[config.mk]
export PLATFORM = sky130hd
export DESIGN_NAME = http3_frame_parser
export DESIGN_NICKNAME = d
export VERILOG_FILES = /design/src/h3fp_pkg.sv /design/src/http3_frame_parser.sv /design/src/h3fp_varint.sv
export SDC_FILE = /design/constraint.sdc
export NUM_CORES = 1
export LEC_CHECK = 0
export BUFFER_PORTS_ARGS = -buffer_cell sky130_fd_sc_hd__buf_2
export CAP_MARGIN = 20
export CORE_MARGIN = 3
export CORE_UTILIZATION = 42
export CTS_BUF_LIST = sky130_fd_sc_hd__clkbuf_8
export CTS_CLUSTER_DIAMETER = 200
export DETAILED_ROUTE_END_ITERATION = 12
export PLACE_DENSITY_LB_ADDON = 0.1
export SYNTH_ARGS = -nofsm -noshare
export SYNTH_HDL_FRONTEND = slang
export SYNTH_SLANG_ARGS = --single-unit
[constraint.sdc]
create_clock -name aclk -period 10.5 [get_ports aclk]
set_clock_uncertainty 0.1 [all_clocks]
set_input_delay 0 -clock aclk [delete_from_list [all_inputs] [get_ports aclk]]
set_output_delay 0 -clock aclk [all_outputs]
set_load 0.01 [all_outputs]
[src/h3fp_pkg.sv]
// Shared types and constants for the HTTP/3 frame parser.
// Used by h3fp_varint and http3_frame_parser; no dependencies.
package h3fp_pkg;

    // Width of a decoded QUIC variable-length integer.
    localparam int VARINT_W = 62;

    // Result event codes.
    localparam logic [2:0] EV_CONSUMED     = 3'd0;
    localparam logic [2:0] EV_TYPE         = 3'd1;
    localparam logic [2:0] EV_LEN          = 3'd2;
    localparam logic [2:0] EV_PAYLOAD      = 3'd3;
    localparam logic [2:0] EV_FIELD        = 3'd4;
    localparam logic [2:0] EV_SETTING      = 3'd5;
    localparam logic [2:0] EV_NOT_CONSUMED = 3'd6;
    localparam logic [2:0] EV_ERROR        = 3'd7;

    // Frame type codes that get special handling.
    localparam logic [VARINT_W-1:0] FT_DATA      = VARINT_W'(64'h0);
    localparam logic [VARINT_W-1:0] FT_HEADERS   = VARINT_W'(64'h1);
    localparam logic [VARINT_W-1:0] FT_CANCEL    = VARINT_W'(64'h3);
    localparam logic [VARINT_W-1:0] FT_SETTINGS  = VARINT_W'(64'h4);
    localparam logic [VARINT_W-1:0] FT_PROMISE   = VARINT_W'(64'h5);
    localparam logic [VARINT_W-1:0] FT_GOAWAY    = VARINT_W'(64'h7);
    localparam logic [VARINT_W-1:0] FT_PID_LIMIT = VARINT_W'(64'hd);

    // Parser phase, one-hot.
    typedef enum logic [3:0] {
        PH_TYPE    = 4'b0001,
        PH_LEN     = 4'b0010,
        PH_PAYLOAD = 4'b0100,
        PH_END     = 4'b1000
    } phase_t;

    // How the payload of a frame is handled.
    typedef enum logic [2:0] {
        FC_PASS,      // DATA, HEADERS: bytes reported as not consumed
        FC_SINGLE,    // push cancel, GOAWAY, push id limit: one varint
        FC_SETTINGS,  // identifier and value pairs
        FC_PUSH,      // push id, then field-section bytes
        FC_SKIP       // unknown or reserved: skipped by length
    } frame_class_t;

    // Control from the parser to the varint decoder.
    typedef struct packed {
        logic feed;
        logic restart;
    } vi_ctrl_t;

    // Decoder outcome for the byte currently presented.
    typedef struct packed {
        logic                done;
        logic [VARINT_W-1:0] value;
    } vi_result_t;

    // Sorts a frame type into its payload handling class.
    function automatic frame_class_t classify(input logic [VARINT_W-1:0] ftype);
        frame_class_t fc;
        if (ftype == FT_DATA || ftype == FT_HEADERS) begin
            fc = FC_PASS;
        end else if (ftype == FT_CANCEL || ftype == FT_GOAWAY ||
                     ftype == FT_PID_LIMIT) begin
            fc = FC_SINGLE;
        end else if (ftype == FT_SETTINGS) begin
            fc = FC_SETTINGS;
        end else if (ftype == FT_PROMISE) begin
            fc = FC_PUSH;
        end else begin
            fc = FC_SKIP;
        end
        return fc;
    endfunction

endpackage

[src/http3_frame_parser.sv]
// HTTP/3 frame parser top level: byte input channel, one result per data byte.
// Depends on h3fp_pkg and h3fp_varint.
//
//   Channel  Dir  Handshake          Payload
//   s_       in   s_valid/s_ready    s_kind, s_data_byte
//   m_       out  m_valid/m_ready    m_event_res, m_frame_type, m_value,
//                                    m_setting_id, m_payload_byte, m_frame_end
//
// One byte is taken per cycle while no data result is stalled. A byte lands in
// an input register; its result is computed from that register and loaded into
// the output register once that register is free. A restart transaction
// gives no result and is retired from the input register even while a result
// is stalled. While m_ready is low the input register holds one more byte.
// Reset is synchronous, active low, and returns the parser to expecting a type.
module http3_frame_parser
    import h3fp_pkg::*;
(
    input  logic                aclk,
    input  logic                aresetn,
    input  logic                s_valid,
    output logic                s_ready,
    input  logic                s_kind,
    input  logic [7:0]          s_data_byte,
    output logic                m_valid,
    input  logic                m_ready,
    output logic [2:0]          m_event_res,
    output logic [VARINT_W-1:0] m_frame_type,
    output logic [VARINT_W-1:0] m_value,
    output logic [VARINT_W-1:0] m_setting_id,
    output logic [7:0]          m_payload_byte,
    output logic                m_frame_end
);

    // Input register.
    logic       in_valid_reg;
    logic       in_kind_reg;
    logic [7:0] in_byte_reg;

    // Parser state.
    phase_t              phase_reg, phase_next;
    frame_class_t        class_reg, class_next;
    logic [VARINT_W-1:0] ftype_reg, ftype_next;
    logic [VARINT_W-1:0] remain_reg, remain_next;
    logic                pid_done_reg, pid_done_next;
    logic [VARINT_W-1:0] held_id_reg, held_id_next;
    logic                pending_reg, pending_next;

    // Output register.
    logic                m_valid_reg;
    logic [2:0]          ev_reg;
    logic [VARINT_W-1:0] ftype_out_reg;
    logic [VARINT_W-1:0] value_reg;
    logic [VARINT_W-1:0] sid_reg;
    logic [7:0]          pbyte_reg;
    logic                fin_reg;

    // Result of the byte in the input register.
    logic [2:0]          ev_next;
    logic [VARINT_W-1:0] value_next;
    logic [VARINT_W-1:0] sid_next;
    logic [7:0]          pbyte_next;
    logic                fin_next;

    logic                out_free;
    logic                proc;
    logic                restart;
    logic [VARINT_W-1:0] remain_dec;
    vi_ctrl_t            vi_ctrl;
    vi_result_t          vi_res;

    // A restart retires at once; a data byte needs room in the output register.
    assign out_free = !m_valid_reg || m_ready;
    assign proc     = in_valid_reg && (in_kind_reg || out_free);
    assign restart  = proc && in_kind_reg;
    assign s_ready  = !in_valid_reg || proc;

    assign remain_dec = remain_reg - VARINT_W'(1);

    h3fp_varint u_varint (
        .aclk      (aclk),
        .aresetn   (aresetn),
        .ctrl      (vi_ctrl),
        .data_byte (in_byte_reg),
        .result    (vi_res)
    );

    // Frame parsing for one data byte.
    always_comb begin
        phase_next    = phase_reg;
        class_next    = class_reg;
        ftype_next    = ftype_reg;
        remain_next   = remain_reg;
        pid_done_next = pid_done_reg;
        held_id_next  = held_id_reg;
        pending_next  = pending_reg;
        ev_next       = EV_CONSUMED;
        value_next    = '0;
        sid_next      = '0;
        pbyte_next    = '0;
        fin_next      = 1'b0;
        vi_ctrl.feed    = 1'b0;
        vi_ctrl.restart = restart;

        unique case (phase_reg)
            PH_TYPE: begin
                vi_ctrl.feed = 1'b1;
                if (vi_res.done) begin
                    ftype_next = vi_res.value;
                    class_next = classify(vi_res.value);
                    phase_next = PH_LEN;
                    ev_next    = EV_TYPE;
                end
            end
            PH_LEN: begin
                vi_ctrl.feed = 1'b1;
                if (vi_res.done) begin
                    ev_next       = EV_LEN;
                    value_next    = vi_res.value;
                    remain_next   = vi_res.value;
                    pid_done_next = 1'b0;
                    held_id_next  = '0;
                    pending_next  = 1'b0;
                    if (vi_res.value == '0) begin
                        fin_next   = 1'b1;
                        phase_next = PH_END;
                    end else begin
                        phase_next = PH_PAYLOAD;
                    end
                end
            end
            PH_PAYLOAD: begin
                case (class_reg)
                    FC_PASS: begin
                        ev_next = EV_NOT_CONSUMED;
                    end
                    FC_SINGLE: begin
                        vi_ctrl.feed = 1'b1;
                        if (vi_res.done) begin
                            ev_next    = EV_FIELD;
                            value_next = vi_res.value;
                            fin_next   = 1'b1;
                            phase_next = PH_END;
                        end
                    end
                    FC_SETTINGS: begin
                        vi_ctrl.feed = 1'b1;
                        remain_next  = remain_dec;
                        if (vi_res.done && pending_reg) begin
                            ev_next      = EV_SETTING;
                            sid_next     = held_id_reg;
                            value_next   = vi_res.value;
                            pending_next = 1'b0;
                        end else if (vi_res.done) begin
                            held_id_next = vi_res.value;
                            pending_next = 1'b1;
                        end
                        // Length used up: a half-parsed varint or pair is an error.
                        if (remain_dec == '0) begin
                            fin_next   = 1'b1;
                            phase_next = PH_END;
                            if (!vi_res.done || pending_next) begin
                                ev_next    = EV_ERROR;
                                sid_next   = '0;
                                value_next = '0;
                            end
                        end
                    end
                    FC_PUSH: begin
                        remain_next = remain_dec;
                        if (!pid_done_reg) begin
                            vi_ctrl.feed = 1'b1;
                            if (vi_res.done) begin
                                ev_next       = EV_FIELD;
                                value_next    = vi_res.value;
                                pid_done_next = 1'b1;
                            end else if (remain_dec == '0) begin
                                ev_next = EV_ERROR;
                            end
                        end else begin
                            ev_next    = EV_PAYLOAD;
                            pbyte_next = in_byte_reg;
                        end
                        if (remain_dec == '0) begin
                            fin_next   = 1'b1;
                            phase_next = PH_END;
                        end
                    end
                    default: begin
                        remain_next = remain_dec;
                        if (remain_dec == '0) begin
                            fin_next   = 1'b1;
                            phase_next = PH_END;
                        end
                    end
                endcase
            end
            default: begin
                ev_next = EV_ERROR;
            end
        endcase

        // Only a data byte that is retired this cycle moves the decoder.
        if (!(proc && !in_kind_reg)) begin
            vi_ctrl.feed = 1'b0;
        end
    end

    // Input register: holds one transaction until it is retired.
    always_ff @(posedge aclk) begin
        if (!aresetn) begin
            in_valid_reg <= 1'b0;
        end else if (s_valid && s_ready) begin
            in_valid_reg <= 1'b1;
        end else if (proc) begin
            in_valid_reg <= 1'b0;
        end
    end

    always_ff @(posedge aclk) begin
        if (s_valid && s_ready) begin
            in_kind_reg <= s_kind;
            in_byte_reg <= s_data_byte;
        end
    end

    // Parser state update.
    always_ff @(posedge aclk) begin
        if (!aresetn || restart) begin
            phase_reg    <= PH_TYPE;
            class_reg    <= FC_PASS;
            ftype_reg    <= '0;
            remain_reg   <= '0;
            pid_done_reg <= 1'b0;
            held_id_reg  <= '0;
            pending_reg  <= 1'b0;
        end else if (proc) begin
            phase_reg    <= phase_next;
            class_reg    <= class_next;
            ftype_reg    <= ftype_next;
            remain_reg   <= remain_next;
            pid_done_reg <= pid_done_next;
            held_id_reg  <= held_id_next;
            pending_reg  <= pending_next;
        end
    end

    // Output register valid.
    always_ff @(posedge aclk) begin
        if (!aresetn) begin
            m_valid_reg <= 1'b0;
        end else if (proc && !in_kind_reg) begin
            m_valid_reg <= 1'b1;
        end else if (m_ready) begin
            m_valid_reg <= 1'b0;
        end
    end

    // Output register payload.
    always_ff @(posedge aclk) begin
        if (proc && !in_kind_reg) begin
            ev_reg        <= ev_next;
            ftype_out_reg <= ftype_next;
            value_reg     <= value_next;
            sid_reg       <= sid_next;
            pbyte_reg     <= pbyte_next;
            fin_reg       <= fin_next;
        end
    end

    assign m_valid        = m_valid_reg;
    assign m_event_res    = ev_reg;
    assign m_frame_type   = ftype_out_reg;
    assign m_value        = value_reg;
    assign m_setting_id   = sid_reg;
    assign m_payload_byte = pbyte_reg;
    assign m_frame_end    = fin_reg;

    // A retired data byte always leaves a result behind.
    a_byte_gives_result: assert property (@(posedge aclk) disable iff (!aresetn)
        proc && !in_kind_reg |=> m_valid)
        else $error("retired data byte produced no result");

    // The payload phase is only entered with bytes still to come.
    a_payload_nonzero: assert property (@(posedge aclk) disable iff (!aresetn)
        phase_reg == PH_PAYLOAD |-> remain_reg != '0)
        else $error("payload phase with zero bytes remaining");

    // A held setting identifier only exists inside a SETTINGS frame.
    a_pending_settings: assert property (@(posedge aclk) disable iff (!aresetn)
        pending_reg |-> class_reg == FC_SETTINGS)
        else $error("setting value pending outside a SETTINGS frame");

    // A result that closes a frame moves the parser into the end phase.
    a_end_phase: assert property (@(posedge aclk) disable iff (!aresetn)
        proc && !in_kind_reg && fin_next |=> phase_reg == PH_END || $past(restart))
        else $error("frame end without entering the end phase");

endmodule

[src/h3fp_varint.sv]
// QUIC variable-length integer decoder, one byte per feed.
// Depends on h3fp_pkg.
module h3fp_varint
    import h3fp_pkg::*;
(
    input  logic       aclk,
    input  logic       aresetn,
    input  vi_ctrl_t   ctrl,
    input  logic [7:0] data_byte,
    output vi_result_t result
);

    logic [VARINT_W-1:0] acc_reg;
    logic [VARINT_W-1:0] acc_next;
    logic [2:0]          left_reg;
    logic [2:0]          left_next;
    logic [VARINT_W-1:0] acc_new;
    logic [2:0]          left_new;

    // A zero byte count means this byte opens a new varint and carries its size.
    always_comb begin
        if (left_reg == 3'd0) begin
            acc_new = {{(VARINT_W-6){1'b0}}, data_byte[5:0]};
            case (data_byte[7:6])
                2'd0:    left_new = 3'd0;
                2'd1:    left_new = 3'd1;
                2'd2:    left_new = 3'd3;
                default: left_new = 3'd7;
            endcase
        end else begin
            acc_new  = {acc_reg[VARINT_W-9:0], data_byte};
            left_new = left_reg - 3'd1;
        end
        result.done  = (left_new == 3'd0);
        result.value = acc_new;
    end

    // Next state: restart clears, a completed varint empties the accumulator.
    always_comb begin
        acc_next  = acc_reg;
        left_next = left_reg;
        if (ctrl.restart) begin
            acc_next  = '0;
            left_next = 3'd0;
        end else if (ctrl.feed) begin
            left_next = left_new;
            acc_next  = result.done ? '0 : acc_new;
        end
    end

    always_ff @(posedge aclk) begin
        if (!aresetn) begin
            acc_reg  <= '0;
            left_reg <= 3'd0;
        end else begin
            acc_reg  <= acc_next;
            left_reg <= left_next;
        end
    end

endmodule
==> metrics list <==
- Post-synthesis sequential area ratio: 57.3%
* Share of cells above drive strength 1: 15.4%
* R2r endpoint: m_event_res[1]
- edfxtp_1 takes more of the synthesized area than any other cell.
* Post-CTS setup-driven buffer insertion count: 0
* P per Cell Area: 159 nW/µm²
- Proportion of register bits with asynchronous set or reset after synthesis: 0%
* Warnings, synthesis: 0
- The congestion estimate from routability-driven global placement came to 0.907.
- At the pin with the least slew margin, the transition time is 1.19 ns.
* Highest cell delay on the worst timing path: 0.65 ns
- The worst register-to-register path begins at remain_reg[16].
- The die is 223 µm wide.
* Initial antenna violation count: 1
- The netlist uses 62 different library cells.
- Synthesized area per cell: 9.05 µm²
- The startpoint identified for the worst hold timing path is m_ready.
- Relative contribution of combinational cells to total power: 3.5%
- Number of buffers and inverters on the critical path: 0
- Drt total wl: 59,000 µm
* Number of pins exceeding their max-slew limit in the final report: 0
* Count of flip-flops with a built-in enable after synthesis: 207
- By area the synthesized netlist is led by edfxtp_1 32%, dfxtp_1 26%, nor2_1 7.6%.
- Core box area: 45,900 µm²
- GRT Residual Overflow: 0
- Starting density of the core: 43.0%
- On the critical path the largest part of the delay comes from simple AND/OR/NAND/NOR gates.
* Antenna Cells: 0
- Detail-routed via count per cell: 5.51
- The clock reaches the later pin of the worst-skew pair after 0.66 ns.
* Crit path capture type: flop
* Worst path most repeated cell: or4_1
- Worst setup slack after layout: 5.32 ns
- Leakage Power: 8.58 nW
* WHS Endpoint: pid_done_reg
- After filler insertion, the fill cell instance count of the layout stands at 4,399.
- For this run, design rule violations remaining after detail routing come to 0.
- Area growth syn-to-layout: 16.4%
- Counting instances, the worst hold path has a depth of 5.
- Vias post-DR: 16,600
- Endpoints failing hold: 0
- The completed layout was analyzed and its total power is 3.66 mW.
- Number of detailed-routing iterations run before antenna repair: 7
- The worst hold path belongs to the class input port to flop.
- TritonCTS clock tree: built
* Startpoint-to-endpoint class of the critical path: flop to flop
- Number of max-capacitance violations reported: 0
- Clock-pin slew reported for the worst setup and hold paths after clock tree synthesis: 0.06 ns
- Number of CTS-inserted buffers: 78
- Aggregate negative setup slack: 0 ns
- Worst R2R Path Depth: 10
- Final hold analysis gives a worst-case slack of 0.0913 ns.
- Most frequent cells after synthesis: 400 x nor2_1, 254 x dfxtp_1, 242 x a21oi_1
- Dividing the final minimum period by the clock period gives 49.3%.
- STA puts the critical path data required time at 10.91 ns.
- In this run switching power makes up 23.8% of total power.
* Global-route usage over all layers: 23.1%
* Clock root buffer: clkbuf_8
- IR analysis of the VDD net gives a maximum drop of 0.0872 mV.
- In the synthesized netlist the dominant register cell turns out to be dfxtp_1.
* Synth Cell Area: 19,700 µm²
- Crit path time final: 5.18 ns
* Maximum clock rate: 193 MHz
* Post-place setup slack: 5.36 ns
- Counting every net in the synthesized netlist gives 2,199.
* Top-count cell post-synth: nor2_1
- Cell count after synthesis: 2,181
- Counting flops and latches in the post-synthesis netlist gives 461.
- Setup repair after global routing missed its margin: false
- Setup slack on the worst reg-to-reg path comes out at 5.32 ns.
- Cell with the biggest individual delay on the critical path: or4_1
* Core Rows: 78
- In this run the remaining antenna-violating nets after routing total 0.
- Part of the total power dissipated in sequential elements: 52.0%
- Final Setup Violations: 0
- The number of gates resized after CTS was 0.
- Switching power total: 0.869 mW
- The detailed router finished its first iteration with 1,579 violations.
- Post-Route Utilization: 50.1%
- Number of port buffers: 212
- Entering global routing, the biggest net connects 199 pins.
* Vias in the first global route: 15,500
* Int Power: 2.79 mW
* Half-perimeter wire length after detailed placement: 37,700 µm
- In this run the biggest area consumer among cell types represents 31.5% of the synthesized area.
- In the final routed layout, each cell accounts on average for 19.6 µm.
* Maximum fanout encountered on the critical timing path: 8
- Worst Path Arrival: 5.59 ns
- The signal on the critical path passes through or4_1 -> nor4_2 -> nand3_1 -> or4_1 -> or4_1 -> xnor2_1 -> or4_1 -> or4_4 -> or4b_4 -> o21ai_2.
- Clock tree synthesis found a total of 461 sinks.
* Crit start category: flop
- Top-Level Pins: 213
* Post-layout nets: 2,368
- The die is 223 µm tall.
- Normalized max-slew margin: 20.5%
- Clock network fraction of design power: 44.6%
- Counting along the longest clock path gives a buffer depth of 3.
- The floorplan step defined a die boundary enclosing 49,600 µm².
- Status: completed
- CTS HTree Levels: 3
- The first global-routing pass estimated 91,600 µm of wire.
[final cells by class]
class | instances | area [µm²] | area share [%]
clock inverter | 55 | 357 | 1.55
clock buffer | 90 | 1240 | 5.39
tap | 600 | 751 | 3.27
timing repair buffer | 252 | 1440 | 6.29
multi-input combinational | 1542 | 7820 | 34.1
inverter | 15 | 56.3 | 0.245
sequential | 461 | 11300 | 49.2
[worst max path at each step]
stage	from	to	slack (ns)	cells past startpoint
finish	remain_reg[16]	m_event_res[1]	5.32	10
global route	remain_reg[16]	m_event_res[1]	5.09	10
CTS	remain_reg[16]	m_event_res[1]	5.36	10
detailed placement	remain_reg[16]	m_event_res[1]	5.36	10
global placement	remain_reg[16]	m_event_res[1]	5.53	10
floorplan	m_valid	m_event_res[0]	0.83	3
[power groups by stage]
stage	sequential (mW)	combinational [mW]	clock, mW
after floorplan	1.95	0.0702	0
after global placement	1.94	0.121	0
after detailed placement	1.94	0.121	0
after CTS	1.90	0.128	1.67
after global routing	1.90	0.139	1.76
final	1.90	0.127	1.63
[cell usage in the layout, fill, tap and decap left out, types with 12 or more instances in the layout]
cell type and count:
and2_1 71, xor2_1 15, nor3_1 150, a21oi_1 241
nor2_1 398, nand2_1 231, or3_1 14, edfxtp_1 207
xnor2_1 21, buf_2 212, o21ai_0 143, buf_4 15
or4_1 19, dfxtp_1 254, o22ai_1 12, clkinv_2 14
dlygate4sd3_1 23, nand4_1 18, nand3_1 36, nor4_1 50
inv_1 40, clkbuf_8 90, a22oi_1 21
[through the flow]
| step | area, µm² | instances |
|---|---|---|
| after detailed placement | 21100 | 2847 |
| after global placement | 21100 | 2847 |
| after global routing | 23000 | 3015 |
| after CTS | 23000 | 3015 |
| final | 23000 | 3015 |
| after floorplan | 19700 | 2181 |
[layer usage]
metal	part of all wire, %	GRT usage (%)
met5	0	0
met4	1.8	6.56
met3	6.3	4.19
met2	44	34.8
met1	47	34.3
[worst register-to-register path: cells and delay by family, from the launching register on]
family                    cells  cell delay [ns]
DFF                           1             0.38
xor gates and xnor gates      1             0.15
AOI/OAI and AO/OA             1             0.11
and+or+nand+nor               8             4.32
[timing repair]
item	CTS	global route
hold buffers	23	0
setup endpoints to repair	0	0
endpoints found under the hold margin	73	0
[kinds of logic (layout without fill, tap and decap cells)]
group	count (synthesis)	in the layout	synth area share, %
multiplexers	2	2	0.101
AND/OR/NAND/NOR	1040	1040	24.7
flip-flops	461	461	57.3
buffers and inverters	178	412	3.46
XOR/XNOR	36	36	1.60
AO/OA/AOI/OAI	459	459	12.6
adder cells (fa/ha/maj)	5	5	0.317
No activity file was read; power rests on OpenSTA's default activity.
